--- config.mk ---
export PLATFORM = sky130hd
export DESIGN_NAME = tcp_flow_state_table_flat
export DESIGN_NICKNAME = d
export VERILOG_FILES = /design/src/design/tfst_pkg.sv /design/src/design/tfst_in_if.sv /design/src/design/tfst_out_if.sv /design/src/design/tfst_cfg_if.sv /design/src/design/tcp_flow_state_table.sv /design/src/design/tfst_ram.sv /design/src/flat_wrapper.sv
export SDC_FILE = /design/constraint.sdc
export NUM_CORES = 2
export LEC_CHECK = 0
export ABC_AREA = 1
export BUFFER_PORTS_ARGS = -buffer_cell sky130_fd_sc_hd__buf_2
export CORE_UTILIZATION = 41
export CTS_BUF_LIST = sky130_fd_sc_hd__clkbuf_2 sky130_fd_sc_hd__clkbuf_4 sky130_fd_sc_hd__clkbuf_8
export CTS_CLUSTER_SIZE = 25
export DETAILED_ROUTE_END_ITERATION = 16
export HOLD_SLACK_MARGIN = 0.15
export SETUP_SLACK_MARGIN = 0.02
export SYNTH_ARGS = -nofsm -noshare
export SYNTH_HDL_FRONTEND = slang
export SYNTH_MEMORY_MAX_BITS = 65536
export SYNTH_SLANG_ARGS = --single-unit
--- constraint.sdc ---
create_clock -name clk -period 12.9 [get_ports clk]
set_input_delay 3.225 -clock clk [delete_from_list [all_inputs] [get_ports clk]]
set_output_delay 3.225 -clock clk [all_outputs]
set_load 0.005 [all_outputs]
--- src/design/tfst_pkg.sv ---
// ----------------------------------------------------------------------------
// tfst_pkg
// Types and constants shared by the TCP flow state table.
// ----------------------------------------------------------------------------
package tfst_pkg;

  typedef enum logic [2:0] {
    ST_IDLE,
    ST_RD,
    ST_EV,
    ST_APPLY1,
    ST_APPLY2,
    ST_FINISH
  } state_t;

  typedef enum logic [1:0] {
    MODE_FLUSH,
    MODE_SWEEP,
    MODE_LOOK
  } mode_t;

  localparam logic [1:0] EV_CREATED   = 2'd0;
  localparam logic [1:0] EV_DELETED   = 2'd1;
  localparam logic [1:0] EV_PROCESSED = 2'd2;

  localparam logic [1:0] PH_HALF = 2'd0;
  localparam logic [1:0] PH_FULL = 2'd1;
  localparam logic [1:0] PH_RST  = 2'd2;
  localparam logic [1:0] PH_FIN  = 2'd3;

  localparam logic [2:0] REG_HALF_TMO  = 3'd0;
  localparam logic [2:0] REG_FULL_TMO  = 3'd1;
  localparam logic [2:0] REG_RST_TMO   = 3'd2;
  localparam logic [2:0] REG_FIN_TMO   = 3'd3;
  localparam logic [2:0] REG_SWEEP_INT = 3'd4;

  localparam int KEY_W = 96;

  typedef struct packed {
    logic [31:0] src_addr;
    logic [15:0] src_port;
    logic [31:0] dst_addr;
    logic [15:0] dst_port;
  } key_t;

  typedef struct packed {
    logic [1:0] kind;
    key_t       key;
    logic [1:0] phase;
    logic       full;
  } res_t;

endpackage

--- src/design/tfst_in_if.sv ---
// ----------------------------------------------------------------------------
// tfst_in_if
// Packet / command channel into the flow table.
// ----------------------------------------------------------------------------
interface tfst_in_if;
  logic        valid;
  logic        ready;
  logic        command;
  logic [31:0] stamp_seconds;
  logic        has_ip;
  logic        has_tcp;
  logic [31:0] source_addr;
  logic [15:0] source_port;
  logic [31:0] dest_addr;
  logic [15:0] dest_port;
  logic        rst_bit;
  logic        fin_bit;

  modport source (output valid, command, stamp_seconds, has_ip, has_tcp, source_addr,
                  source_port, dest_addr, dest_port, rst_bit, fin_bit, input ready);
  modport sink (input valid, command, stamp_seconds, has_ip, has_tcp, source_addr,
                source_port, dest_addr, dest_port, rst_bit, fin_bit, output ready);
endinterface

--- src/design/tfst_out_if.sv ---
// ----------------------------------------------------------------------------
// tfst_out_if
// Event channel out of the flow table.
// ----------------------------------------------------------------------------
interface tfst_out_if;
  logic        valid;
  logic        ready;
  logic [1:0]  event_kind;
  logic [31:0] flow_src_addr;
  logic [15:0] flow_src_port;
  logic [31:0] flow_dst_addr;
  logic [15:0] flow_dst_port;
  logic [1:0]  flow_phase;
  logic        table_full;
  logic        last;

  modport source (output valid, event_kind, flow_src_addr, flow_src_port, flow_dst_addr,
                  flow_dst_port, flow_phase, table_full, last, input ready);
  modport sink (input valid, event_kind, flow_src_addr, flow_src_port, flow_dst_addr,
                flow_dst_port, flow_phase, table_full, last, output ready);
endinterface

--- src/design/tfst_cfg_if.sv ---
// ----------------------------------------------------------------------------
// tfst_cfg_if
// Register write channel.
// ----------------------------------------------------------------------------
interface tfst_cfg_if;
  logic        valid;
  logic        ready;
  logic [2:0]  index;
  logic [15:0] data;

  modport source (output valid, index, data, input ready);
  modport sink (input valid, index, data, output ready);
endinterface

--- src/design/tcp_flow_state_table.sv ---
// ----------------------------------------------------------------------------
// tcp_flow_state_table
// TCP flow table keyed by four-tuple, with per-phase aging sweeps and flush.
// ----------------------------------------------------------------------------
//  channel  dir  handshake      beat
//  in_ch    in   valid/ready    one packet or flush command
//  out_ch   out  valid/ready    one created/deleted/processed event, last on final
//  cfg_ch   in   valid/ready    register index + 16-bit value
//
//  Each slot is visited as a RAM read, then an evaluate, by one shared
//  compare unit. A TCP packet walks every slot once for lookup, after a
//  sweep walk over every slot when a sweep is due; a flush walks every slot once.
//  Reset clears valid bits and last_sweep; no clearing pass.
//  Output backpressure stalls the walk whenever an event cannot be queued.
module tcp_flow_state_table #(
  parameter int FLOW_ENTRIES = 32
) (
  input  logic         clk,
  input  logic         rst_n,
  tfst_in_if.sink      in_ch,
  tfst_out_if.source   out_ch,
  tfst_cfg_if.sink     cfg_ch
);
  import tfst_pkg::*;

  localparam int IW = $clog2(FLOW_ENTRIES);
  localparam logic [IW-1:0] LAST_IDX = IW'(FLOW_ENTRIES - 1);

  state_t state_r, state_nxt;
  mode_t  mode_r, mode_nxt;
  logic [IW-1:0] idx_r, idx_nxt;
  logic [31:0] now_r, now_nxt;
  key_t key_r, key_nxt;
  logic pkt_ok_r, pkt_ok_nxt, rst_r, rst_nxt, fin_r, fin_nxt;
  logic [FLOW_ENTRIES-1:0] valid_r, valid_nxt;
  logic [31:0] last_sweep_r, last_sweep_nxt;
  logic [15:0] half_tmo_r, full_tmo_r, rst_tmo_r, fin_tmo_r, sweep_int_r;
  logic slot_found_r, slot_found_nxt, rfound_r, rfound_nxt, free_found_r, free_found_nxt;
  logic [IW-1:0] slot_r, slot_nxt, rslot_r, rslot_nxt, free_r, free_nxt;
  logic [1:0] slot_phase_r, slot_phase_nxt;
  logic rev_upd_r, rev_upd_nxt;
  logic pend_v_r, pend_v_nxt;
  res_t pend_r, pend_nxt;
  logic out_valid_r, out_valid_nxt;
  res_t out_r, out_nxt;
  logic out_last_r, out_last_nxt;

  // RAM ports
  key_t rd_key;
  logic [1:0] rd_phase;
  logic [31:0] rd_seen;
  logic key_we, phase_we, seen_we;
  logic [IW-1:0] key_wa, phase_wa, seen_wa;
  logic [1:0] phase_wd;

  tfst_ram #(.WIDTH(KEY_W), .DEPTH(FLOW_ENTRIES)) u_key_ram (
    .clk(clk), .we(key_we), .waddr(key_wa), .wdata(key_r), .raddr(idx_r), .rdata(rd_key)
  );
  tfst_ram #(.WIDTH(2), .DEPTH(FLOW_ENTRIES)) u_phase_ram (
    .clk(clk), .we(phase_we), .waddr(phase_wa), .wdata(phase_wd), .raddr(idx_r),
    .rdata(rd_phase)
  );
  tfst_ram #(.WIDTH(32), .DEPTH(FLOW_ENTRIES)) u_seen_ram (
    .clk(clk), .we(seen_we), .waddr(seen_wa), .wdata(now_r), .raddr(idx_r), .rdata(rd_seen)
  );

  // configuration
  assign cfg_ch.ready = 1'b1;
  always_ff @(posedge clk) begin
    if (!rst_n) begin
      half_tmo_r  <= 16'd60;
      full_tmo_r  <= 16'd180;
      rst_tmo_r   <= 16'd10;
      fin_tmo_r   <= 16'd20;
      sweep_int_r <= 16'd1;
    end else if (cfg_ch.valid) begin
      case (cfg_ch.index)
        REG_HALF_TMO:  half_tmo_r  <= cfg_ch.data;
        REG_FULL_TMO:  full_tmo_r  <= cfg_ch.data;
        REG_RST_TMO:   rst_tmo_r   <= cfg_ch.data;
        REG_FIN_TMO:   fin_tmo_r   <= cfg_ch.data;
        REG_SWEEP_INT: sweep_int_r <= cfg_ch.data;
        default: ;
      endcase
    end
  end

  logic in_acc, out_free, push_ok;
  logic emit_v, finish_v;
  res_t emit_d;
  logic [32:0] sweep_diff, age_diff;
  logic sweep_go, aged, is_new, has_slot, flags;
  logic [15:0] tmo;
  logic [1:0] st_flag, final_phase;
  logic [IW-1:0] tgt;
  key_t in_key, rev_key;

  assign in_ch.ready = (state_r == ST_IDLE);
  assign in_acc      = in_ch.valid && in_ch.ready;
  assign out_free    = !out_valid_r || out_ch.ready;
  assign push_ok     = !pend_v_r || out_free;

  always_comb begin
    in_key = '{src_addr: in_ch.source_addr, src_port: in_ch.source_port,
               dst_addr: in_ch.dest_addr, dst_port: in_ch.dest_port};
    rev_key = '{src_addr: key_r.dst_addr, src_port: key_r.dst_port,
                dst_addr: key_r.src_addr, dst_port: key_r.src_port};
    sweep_diff = {1'b0, in_ch.stamp_seconds} - {1'b0, last_sweep_r};
    sweep_go = (sweep_int_r != 16'd0) && !sweep_diff[32] &&
               (sweep_diff[31:0] >= {16'd0, sweep_int_r});
    case (rd_phase)
      PH_HALF: tmo = half_tmo_r;
      PH_FULL: tmo = full_tmo_r;
      PH_RST:  tmo = rst_tmo_r;
      default: tmo = fin_tmo_r;
    endcase
    age_diff = {1'b0, now_r} - {1'b0, rd_seen};
    aged = !age_diff[32] && (age_diff[31:0] >= {16'd0, tmo});
    flags = rst_r || fin_r;
    st_flag = rst_r ? PH_RST : PH_FIN;
    is_new = !slot_found_r && free_found_r;
    has_slot = slot_found_r || free_found_r;
    tgt = slot_found_r ? slot_r : free_r;
    if (flags) begin
      final_phase = st_flag;
    end else if (slot_found_r) begin
      final_phase = slot_phase_r;
    end else begin
      final_phase = rfound_r ? PH_FULL : PH_HALF;
    end

    state_nxt = state_r;
    mode_nxt = mode_r;
    idx_nxt = idx_r;
    now_nxt = now_r;
    key_nxt = key_r;
    pkt_ok_nxt = pkt_ok_r;
    rst_nxt = rst_r;
    fin_nxt = fin_r;
    valid_nxt = valid_r;
    last_sweep_nxt = last_sweep_r;
    slot_found_nxt = slot_found_r;
    rfound_nxt = rfound_r;
    free_found_nxt = free_found_r;
    slot_nxt = slot_r;
    rslot_nxt = rslot_r;
    free_nxt = free_r;
    slot_phase_nxt = slot_phase_r;
    rev_upd_nxt = rev_upd_r;
    emit_v = 1'b0;
    emit_d = '0;
    finish_v = 1'b0;
    key_we = 1'b0;
    key_wa = free_r;
    phase_we = 1'b0;
    phase_wa = tgt;
    phase_wd = final_phase;
    seen_we = 1'b0;
    seen_wa = tgt;

    case (state_r)
      ST_IDLE: begin
        if (in_acc) begin
          now_nxt = in_ch.stamp_seconds;
          key_nxt = in_key;
          pkt_ok_nxt = in_ch.has_ip && in_ch.has_tcp;
          rst_nxt = in_ch.rst_bit;
          fin_nxt = in_ch.fin_bit;
          idx_nxt = '0;
          slot_found_nxt = 1'b0;
          rfound_nxt = 1'b0;
          free_found_nxt = 1'b0;
          if (in_ch.command) begin
            mode_nxt = MODE_FLUSH;
            state_nxt = ST_RD;
          end else if (sweep_go) begin
            mode_nxt = MODE_SWEEP;
            last_sweep_nxt = in_ch.stamp_seconds;
            state_nxt = ST_RD;
          end else if (in_ch.has_ip && in_ch.has_tcp) begin
            mode_nxt = MODE_LOOK;
            state_nxt = ST_RD;
          end else begin
            state_nxt = ST_FINISH;
          end
        end
      end
      ST_RD: state_nxt = ST_EV;
      ST_EV: begin
        logic go;
        go = 1'b1;
        case (mode_r)
          MODE_FLUSH, MODE_SWEEP: begin
            if (valid_r[idx_r] && (mode_r == MODE_FLUSH || aged)) begin
              if (push_ok) begin
                emit_v = 1'b1;
                emit_d = '{kind: EV_DELETED, key: rd_key, phase: rd_phase, full: 1'b0};
                valid_nxt[idx_r] = 1'b0;
              end else begin
                go = 1'b0;
              end
            end
          end
          default: begin
            if (valid_r[idx_r] && rd_key == key_r && !slot_found_r) begin
              slot_found_nxt = 1'b1;
              slot_nxt = idx_r;
              slot_phase_nxt = rd_phase;
            end
            if (valid_r[idx_r] && rd_key == rev_key && !rfound_r) begin
              rfound_nxt = 1'b1;
              rslot_nxt = idx_r;
            end
            if (!valid_r[idx_r] && !free_found_r) begin
              free_found_nxt = 1'b1;
              free_nxt = idx_r;
            end
          end
        endcase
        if (go) begin
          if (idx_r == LAST_IDX) begin
            idx_nxt = '0;
            case (mode_r)
              MODE_FLUSH: state_nxt = ST_FINISH;
              MODE_SWEEP: begin
                if (pkt_ok_r) begin
                  mode_nxt = MODE_LOOK;
                  state_nxt = ST_RD;
                end else begin
                  state_nxt = ST_FINISH;
                end
              end
              default: state_nxt = ST_APPLY1;
            endcase
          end else begin
            idx_nxt = idx_r + 1'b1;
            state_nxt = ST_RD;
          end
        end
      end
      ST_APPLY1: begin
        if (!is_new || push_ok) begin
          if (is_new) begin
            emit_v = 1'b1;
            emit_d = '{kind: EV_CREATED, key: key_r, phase: PH_HALF, full: 1'b0};
            key_we = 1'b1;
            valid_nxt[free_r] = 1'b1;
          end
          phase_we = has_slot;
          seen_we = has_slot;
          slot_found_nxt = has_slot;
          slot_phase_nxt = final_phase;
          rev_upd_nxt = rfound_r && (flags || is_new);
          state_nxt = ST_APPLY2;
        end
      end
      ST_APPLY2: begin
        phase_wa = rslot_r;
        phase_wd = flags ? st_flag : PH_FULL;
        if (push_ok) begin
          phase_we = rev_upd_r;
          emit_v = 1'b1;
          emit_d = '{kind: EV_PROCESSED, key: key_r,
                     phase: slot_found_r ? slot_phase_r : PH_HALF, full: !slot_found_r};
          state_nxt = ST_FINISH;
        end
      end
      ST_FINISH: begin
        if (!pend_v_r) begin
          state_nxt = ST_IDLE;
        end else if (out_free) begin
          finish_v = 1'b1;
          state_nxt = ST_IDLE;
        end
      end
      default: state_nxt = ST_IDLE;
    endcase

    // one-deep holding stage so the final event can carry last
    out_valid_nxt = out_valid_r && !out_ch.ready;
    out_nxt = out_r;
    out_last_nxt = out_last_r;
    pend_v_nxt = pend_v_r;
    pend_nxt = pend_r;
    if (emit_v) begin
      if (pend_v_r) begin
        out_nxt = pend_r;
        out_last_nxt = 1'b0;
        out_valid_nxt = 1'b1;
      end
      pend_nxt = emit_d;
      pend_v_nxt = 1'b1;
    end
    if (finish_v) begin
      out_nxt = pend_r;
      out_last_nxt = 1'b1;
      out_valid_nxt = 1'b1;
      pend_v_nxt = 1'b0;
    end
  end

  always_ff @(posedge clk) begin
    if (!rst_n) begin
      state_r <= ST_IDLE;
      mode_r <= MODE_FLUSH;
      valid_r <= '0;
      last_sweep_r <= '0;
      pend_v_r <= 1'b0;
      out_valid_r <= 1'b0;
    end else begin
      state_r <= state_nxt;
      mode_r <= mode_nxt;
      valid_r <= valid_nxt;
      last_sweep_r <= last_sweep_nxt;
      pend_v_r <= pend_v_nxt;
      out_valid_r <= out_valid_nxt;
    end
  end

  always_ff @(posedge clk) begin
    idx_r <= idx_nxt;
    now_r <= now_nxt;
    key_r <= key_nxt;
    pkt_ok_r <= pkt_ok_nxt;
    rst_r <= rst_nxt;
    fin_r <= fin_nxt;
    slot_found_r <= slot_found_nxt;
    rfound_r <= rfound_nxt;
    free_found_r <= free_found_nxt;
    slot_r <= slot_nxt;
    rslot_r <= rslot_nxt;
    free_r <= free_nxt;
    slot_phase_r <= slot_phase_nxt;
    rev_upd_r <= rev_upd_nxt;
    pend_r <= pend_nxt;
    out_r <= out_nxt;
    out_last_r <= out_last_nxt;
  end

  assign out_ch.valid         = out_valid_r;
  assign out_ch.event_kind    = out_r.kind;
  assign out_ch.flow_src_addr = out_r.key.src_addr;
  assign out_ch.flow_src_port = out_r.key.src_port;
  assign out_ch.flow_dst_addr = out_r.key.dst_addr;
  assign out_ch.flow_dst_port = out_r.key.dst_port;
  assign out_ch.flow_phase    = out_r.phase;
  assign out_ch.table_full    = out_r.full;
  assign out_ch.last          = out_last_r;
endmodule

--- src/design/tfst_ram.sv ---
// ----------------------------------------------------------------------------
// tfst_ram
// Simple dual-port RAM, one write port, one registered read port.
// ----------------------------------------------------------------------------
module tfst_ram #(
  parameter int WIDTH = 8,
  parameter int DEPTH = 32
) (
  input  logic                     clk,
  input  logic                     we,
  input  logic [$clog2(DEPTH)-1:0] waddr,
  input  logic [WIDTH-1:0]         wdata,
  input  logic [$clog2(DEPTH)-1:0] raddr,
  output logic [WIDTH-1:0]         rdata
);
  logic [WIDTH-1:0] mem [DEPTH];
  logic [WIDTH-1:0] rdata_r;

  always_ff @(posedge clk) begin
    if (we) begin
      mem[waddr] <= wdata;
    end
    rdata_r <= mem[raddr];
  end

  assign rdata = rdata_r;
endmodule

--- src/flat_wrapper.sv ---
// flat-port wrapper written by rule: the top's interface ports become plain ports
module tcp_flow_state_table_flat import tfst_pkg::*;
#(
  parameter int FLOW_ENTRIES = 32
)
  (clk, rst_n, in_ch_valid, in_ch_command, in_ch_stamp_seconds, in_ch_has_ip, in_ch_has_tcp, in_ch_source_addr, in_ch_source_port, in_ch_dest_addr, in_ch_dest_port, in_ch_rst_bit, in_ch_fin_bit, in_ch_ready, out_ch_valid, out_ch_event_kind, out_ch_flow_src_addr, out_ch_flow_src_port, out_ch_flow_dst_addr, out_ch_flow_dst_port, out_ch_flow_phase, out_ch_table_full, out_ch_last, out_ch_ready, cfg_ch_valid, cfg_ch_index, cfg_ch_data, cfg_ch_ready);
  tfst_in_if in_ch_i ();
  tfst_out_if out_ch_i ();
  tfst_cfg_if cfg_ch_i ();
  input  logic clk;
  input  logic rst_n;
  input wire logic [$bits(in_ch_i.valid)-1:0] in_ch_valid;
  input wire logic [$bits(in_ch_i.command)-1:0] in_ch_command;
  input wire logic [$bits(in_ch_i.stamp_seconds)-1:0] in_ch_stamp_seconds;
  input wire logic [$bits(in_ch_i.has_ip)-1:0] in_ch_has_ip;
  input wire logic [$bits(in_ch_i.has_tcp)-1:0] in_ch_has_tcp;
  input wire logic [$bits(in_ch_i.source_addr)-1:0] in_ch_source_addr;
  input wire logic [$bits(in_ch_i.source_port)-1:0] in_ch_source_port;
  input wire logic [$bits(in_ch_i.dest_addr)-1:0] in_ch_dest_addr;
  input wire logic [$bits(in_ch_i.dest_port)-1:0] in_ch_dest_port;
  input wire logic [$bits(in_ch_i.rst_bit)-1:0] in_ch_rst_bit;
  input wire logic [$bits(in_ch_i.fin_bit)-1:0] in_ch_fin_bit;
  output wire logic [$bits(in_ch_i.ready)-1:0] in_ch_ready;
  output wire logic [$bits(out_ch_i.valid)-1:0] out_ch_valid;
  output wire logic [$bits(out_ch_i.event_kind)-1:0] out_ch_event_kind;
  output wire logic [$bits(out_ch_i.flow_src_addr)-1:0] out_ch_flow_src_addr;
  output wire logic [$bits(out_ch_i.flow_src_port)-1:0] out_ch_flow_src_port;
  output wire logic [$bits(out_ch_i.flow_dst_addr)-1:0] out_ch_flow_dst_addr;
  output wire logic [$bits(out_ch_i.flow_dst_port)-1:0] out_ch_flow_dst_port;
  output wire logic [$bits(out_ch_i.flow_phase)-1:0] out_ch_flow_phase;
  output wire logic [$bits(out_ch_i.table_full)-1:0] out_ch_table_full;
  output wire logic [$bits(out_ch_i.last)-1:0] out_ch_last;
  input wire logic [$bits(out_ch_i.ready)-1:0] out_ch_ready;
  input wire logic [$bits(cfg_ch_i.valid)-1:0] cfg_ch_valid;
  input wire logic [$bits(cfg_ch_i.index)-1:0] cfg_ch_index;
  input wire logic [$bits(cfg_ch_i.data)-1:0] cfg_ch_data;
  output wire logic [$bits(cfg_ch_i.ready)-1:0] cfg_ch_ready;
  assign in_ch_i.valid = in_ch_valid;
  assign in_ch_i.command = in_ch_command;
  assign in_ch_i.stamp_seconds = in_ch_stamp_seconds;
  assign in_ch_i.has_ip = in_ch_has_ip;
  assign in_ch_i.has_tcp = in_ch_has_tcp;
  assign in_ch_i.source_addr = in_ch_source_addr;
  assign in_ch_i.source_port = in_ch_source_port;
  assign in_ch_i.dest_addr = in_ch_dest_addr;
  assign in_ch_i.dest_port = in_ch_dest_port;
  assign in_ch_i.rst_bit = in_ch_rst_bit;
  assign in_ch_i.fin_bit = in_ch_fin_bit;
  assign in_ch_ready = in_ch_i.ready;
  assign out_ch_valid = out_ch_i.valid;
  assign out_ch_event_kind = out_ch_i.event_kind;
  assign out_ch_flow_src_addr = out_ch_i.flow_src_addr;
  assign out_ch_flow_src_port = out_ch_i.flow_src_port;
  assign out_ch_flow_dst_addr = out_ch_i.flow_dst_addr;
  assign out_ch_flow_dst_port = out_ch_i.flow_dst_port;
  assign out_ch_flow_phase = out_ch_i.flow_phase;
  assign out_ch_table_full = out_ch_i.table_full;
  assign out_ch_last = out_ch_i.last;
  assign out_ch_i.ready = out_ch_ready;
  assign cfg_ch_i.valid = cfg_ch_valid;
  assign cfg_ch_i.index = cfg_ch_index;
  assign cfg_ch_i.data = cfg_ch_data;
  assign cfg_ch_ready = cfg_ch_i.ready;
  tcp_flow_state_table #(.FLOW_ENTRIES(FLOW_ENTRIES)) u_core (.clk(clk), .rst_n(rst_n), .in_ch(in_ch_i), .out_ch(out_ch_i), .cfg_ch(cfg_ch_i));
endmodule
==> results.yml <==
die:
  core-area_um2: 456000
  io_pins: 262
  fp.dieH_um: 679
  initial_core_util: 0.412
  die_x_um: 679
  fp.dieArea_um2: 462000
  rows: 248
routing:
  vias: 125061
  vias_per_cell: 5.79
  drt_iter0_drc: 15954
  drcViolationCount: 0
  drtPass1Iterations: 6
  wl_um: 604000
  post_drt_wl_per_cell_um: 27.9
  drtAntennaViolNets: 0
grt:
  gr-usage-all-layers: 0.252
  grt_pass1_wl_um: 852000
  grt_antenna_before_repair: 50
  overflow: 0
  grt_max_degree: 203
  grt_pass1_vias: 117979
synthesis:
  synthSimpleGateAreaFrac: 0.0747
  yosys_register_bits: 4801
  synthFlopType: "edfxtp_1"
  syn_area_um2: 188000
  synth_cell_types: 58
  synth_fa_ha_area_frac: 0.00693
  synth_edf_count: 4519
  synthCells: 14334
  synth_top_family_by_area: "compound AO/OA/AOI/OAI gates"
  async_flop_share: 0
  ys_warn_count: 0
  synth.net_count: 14594
  muxShareOfSynthArea: 0
  synth_xor_area_frac: 0.00335
  synth_seq_area_share: 0.751
  synth.avg_cell_area_um2: 13.1
  synth_compound_area_frac: 0.134
clocking:
  cts_htree_levels: 6
  clockBufferDepth: 4
  hold_buffers: 0
  cts_buffers: 755
  cts_sinks: 4801
  cts_tree: "built"
  root_buffer: "clkbuf_8"
  post_cts_buffers: 0
  clk_pin_slew_worst_paths_ns: 0.06
  cts-resized-gates: 0
  clk_latency_ns: 1.33
pwr:
  switching_share: 0.328
  p_comb_frac: 0.219
  switchingPower_mw: 13.3
  p_int_mw: 27.2
  power_density_nw_per_um2: 190
  peakVddDrop_mv: 0.121
  seqPwrFrac: 0.458
  pwr-share-clk: 0.323
  p_leak_nw: 70.7
setup_path:
  crit_path_end_kind: "flop"
  path_class: "in2reg"
  cp_common_cell: "nand2_1"
  path_delay_family: "simple AND/OR/NAND/NOR gates"
  setup.worst_path.start_class: "input pin"
  crit_buf_inv: 4
  worstPathRequired_ns: 14.01
  startpoint: "in_ch_stamp_seconds[0]"
  worstReg2RegStart: "u_core.u_phase_ram.rdata[0]"
  cp_max_fo: 64
  arrival_ns: 7.50
  slowest_stage: "nand4_4"
  cpPeakStageDelay_ns: 0.72
sta:
  fin_crit_sh: 0.496
  tns_ns: 0
  slew-limit-headroom: 0.0830
  fin_crit_ns: 6.39
  skew_ns: 0.129
  rsz0062_at_grt: "no"
  setup_violations: 0
  hold_violations: 0
  tightestPinTransition_ns: 1.38
  fmax_mhz: 156
  drv_slew: 0
run_status:
  outcome: "finished clean"
placed_design:
  port_buffers: 260
  hpwl_um: 341000
  place_inst: 20187
  gp_congestion: 0.948
finish:
  drive_gt1_frac: 0.128
  layout-area-overhead-vs-synth_pct: 13.0
  final_nets: 15081
  final_cells: 21618
worst_hold_path:
  hold_path.class: "reg2reg"
  min_from: "u_core.fin_tmo_r[2]"
job:
  maxCapViolations: 0
## layout by cell type (no fill, tap or decap), types with 257 or more instances in the layout
cell      count
buf_4       335
o21ai_0    2314
nand2_1     838
buf_2       259
o22ai_1    1189
inv_1       550
dfxtp_1     282
edfxtp_1   4519
nor2_1     2383
clkbuf_4    283
clkbuf_8    827
a221oi_1    257
## worst min-delay path, cell delays in order (launching register included)
cell     delay, ns
dfxtp_1       0.32
nand2_1       0.05
nand3_1       0.05
## area by class of cell
cell class | count | area, µm²
multi-input cells | 8075 | 41700
diodes | 59 | 148
clock inverters | 260 | 1720
well taps | 6125 | 7660
clock buffers | 1110 | 13500
inverters | 566 | 2160
repair buffers | 622 | 4390
flip-flops and latches | 4801 | 141000
fillers | 40285 | 244000
## flip-flops by register name, indices dropped and copies added, names as in the netlist, 32 cells and up
register                     count
u_core.key_r                    96
u_core.last_sweep_r             32
u_core.now_r                    32
u_core.out_ch.flow_dst_addr     32
u_core.out_ch.flow_src_addr     32
u_core.pend_r                  101
u_core.u_key_ram.mem          3072
u_core.u_key_ram.rdata          96
u_core.u_phase_ram.mem          64
u_core.u_seen_ram.mem         1024
u_core.u_seen_ram.rdata         32
u_core.valid_r                  32
## cells by family (layout without fill, tap and decap cells)
family | Yosys count | in the layout
AO/OA/AOI/OAI | 4315 | 4315
XOR/XNOR | 72 | 72
adder cells (fa/ha/maj) | 103 | 103
buffers and inverters | 1458 | 2558
flip-flops | 4801 | 4801
other | 1 | 60
AND/OR/NAND/NOR | 3584 | 3584
## cells in the mapped netlist (4+ instances only)
master     count  share of area
a31oi_1       21        0.00070
a221oi_1     257          0.012
o221ai_1       6        0.00028
inv_2          8        0.00016
nand3b_1       6        0.00024
o21bai_1       7        0.00028
nand4_1       46         0.0015
a21oi_1      180         0.0048
nor4_1        25        0.00083
buf_4          6        0.00024
o2111ai_1     27         0.0013
nor2_2         4        0.00013
nor3_1        73         0.0019
o22ai_1     1189          0.040
o21ai_0     2316          0.062
a22o_1       241          0.011
xnor2_1       10        0.00047
edfxtp_1    4519           0.72
inv_1        555          0.011
nor3_2         4        0.00021
or2_2          9        0.00030
buf_2         37        0.00098
ha_1         101         0.0067
and2_1         5        0.00017
nand2_2        9        0.00030
xor2_1        62         0.0029
nand3_1      136         0.0036
o21ai_1       22        0.00059
a21o_1         4        0.00016
o21a_1        22        0.00088
clkbuf_1     804          0.016
nand2_1      839          0.017
dfxtp_1      282          0.030
a211oi_1       6        0.00024
nor2_1      2417          0.048
buf_1         41        0.00082
## metal layers
metal | track usage | routed length [µm]
met3 | 0.0396 | 50400
met4 | 0.122 | 31800
met1 | 0.335 | 239000
met2 | 0.407 | 282000
met5 | 0 | 80
## power by group through the flow
stage	Sequential, mW	Clock, mW	Combinational [mW]
5_1_grt	18.5	13.9	9.59
3_3_place_gp	18.9	0	8.70
6_report	18.6	13.1	8.87
4_1_cts	18.5	13.2	8.76
3_5_place_dp	18.8	0	8.74
2_1_floorplan	18.6	0	5.37
## worst paths after layout
check,slack [ns],to,cells after the start
worst max-delay path,6.51,u_core.last_sweep_r[25],26
worst min-delay path,0.45,u_core.fin_tmo_r[2],2
worst max register to register,6.86,u_core.out_ch.flow_src_addr[9],25
worst min register to register,0.45,u_core.fin_tmo_r[2],2
## stage by stage
step / util / instance area (µm²) / total power, mW / setup WS [ns] / hold WS (ns)
6_report: 0.466 / 213000 / 40.5 / 6.51 / 0.454
5_1_grt: 0.466 / 213000 / 42.0 / 6.11 / 0.464
4_1_cts: 0.466 / 212000 / 40.5 / 6.67 / 0.454
3_5_place_dp: 0.432 / 197000 / 27.6 / 5.29 / 0.439
3_3_place_gp: 0.432 / 197000 / 27.6 / 5.10 / 0.433
2_1_floorplan: - / 188000 / 24.0 / 1.84 / 0.400
No activity file was read; power rests on OpenSTA's default activity.
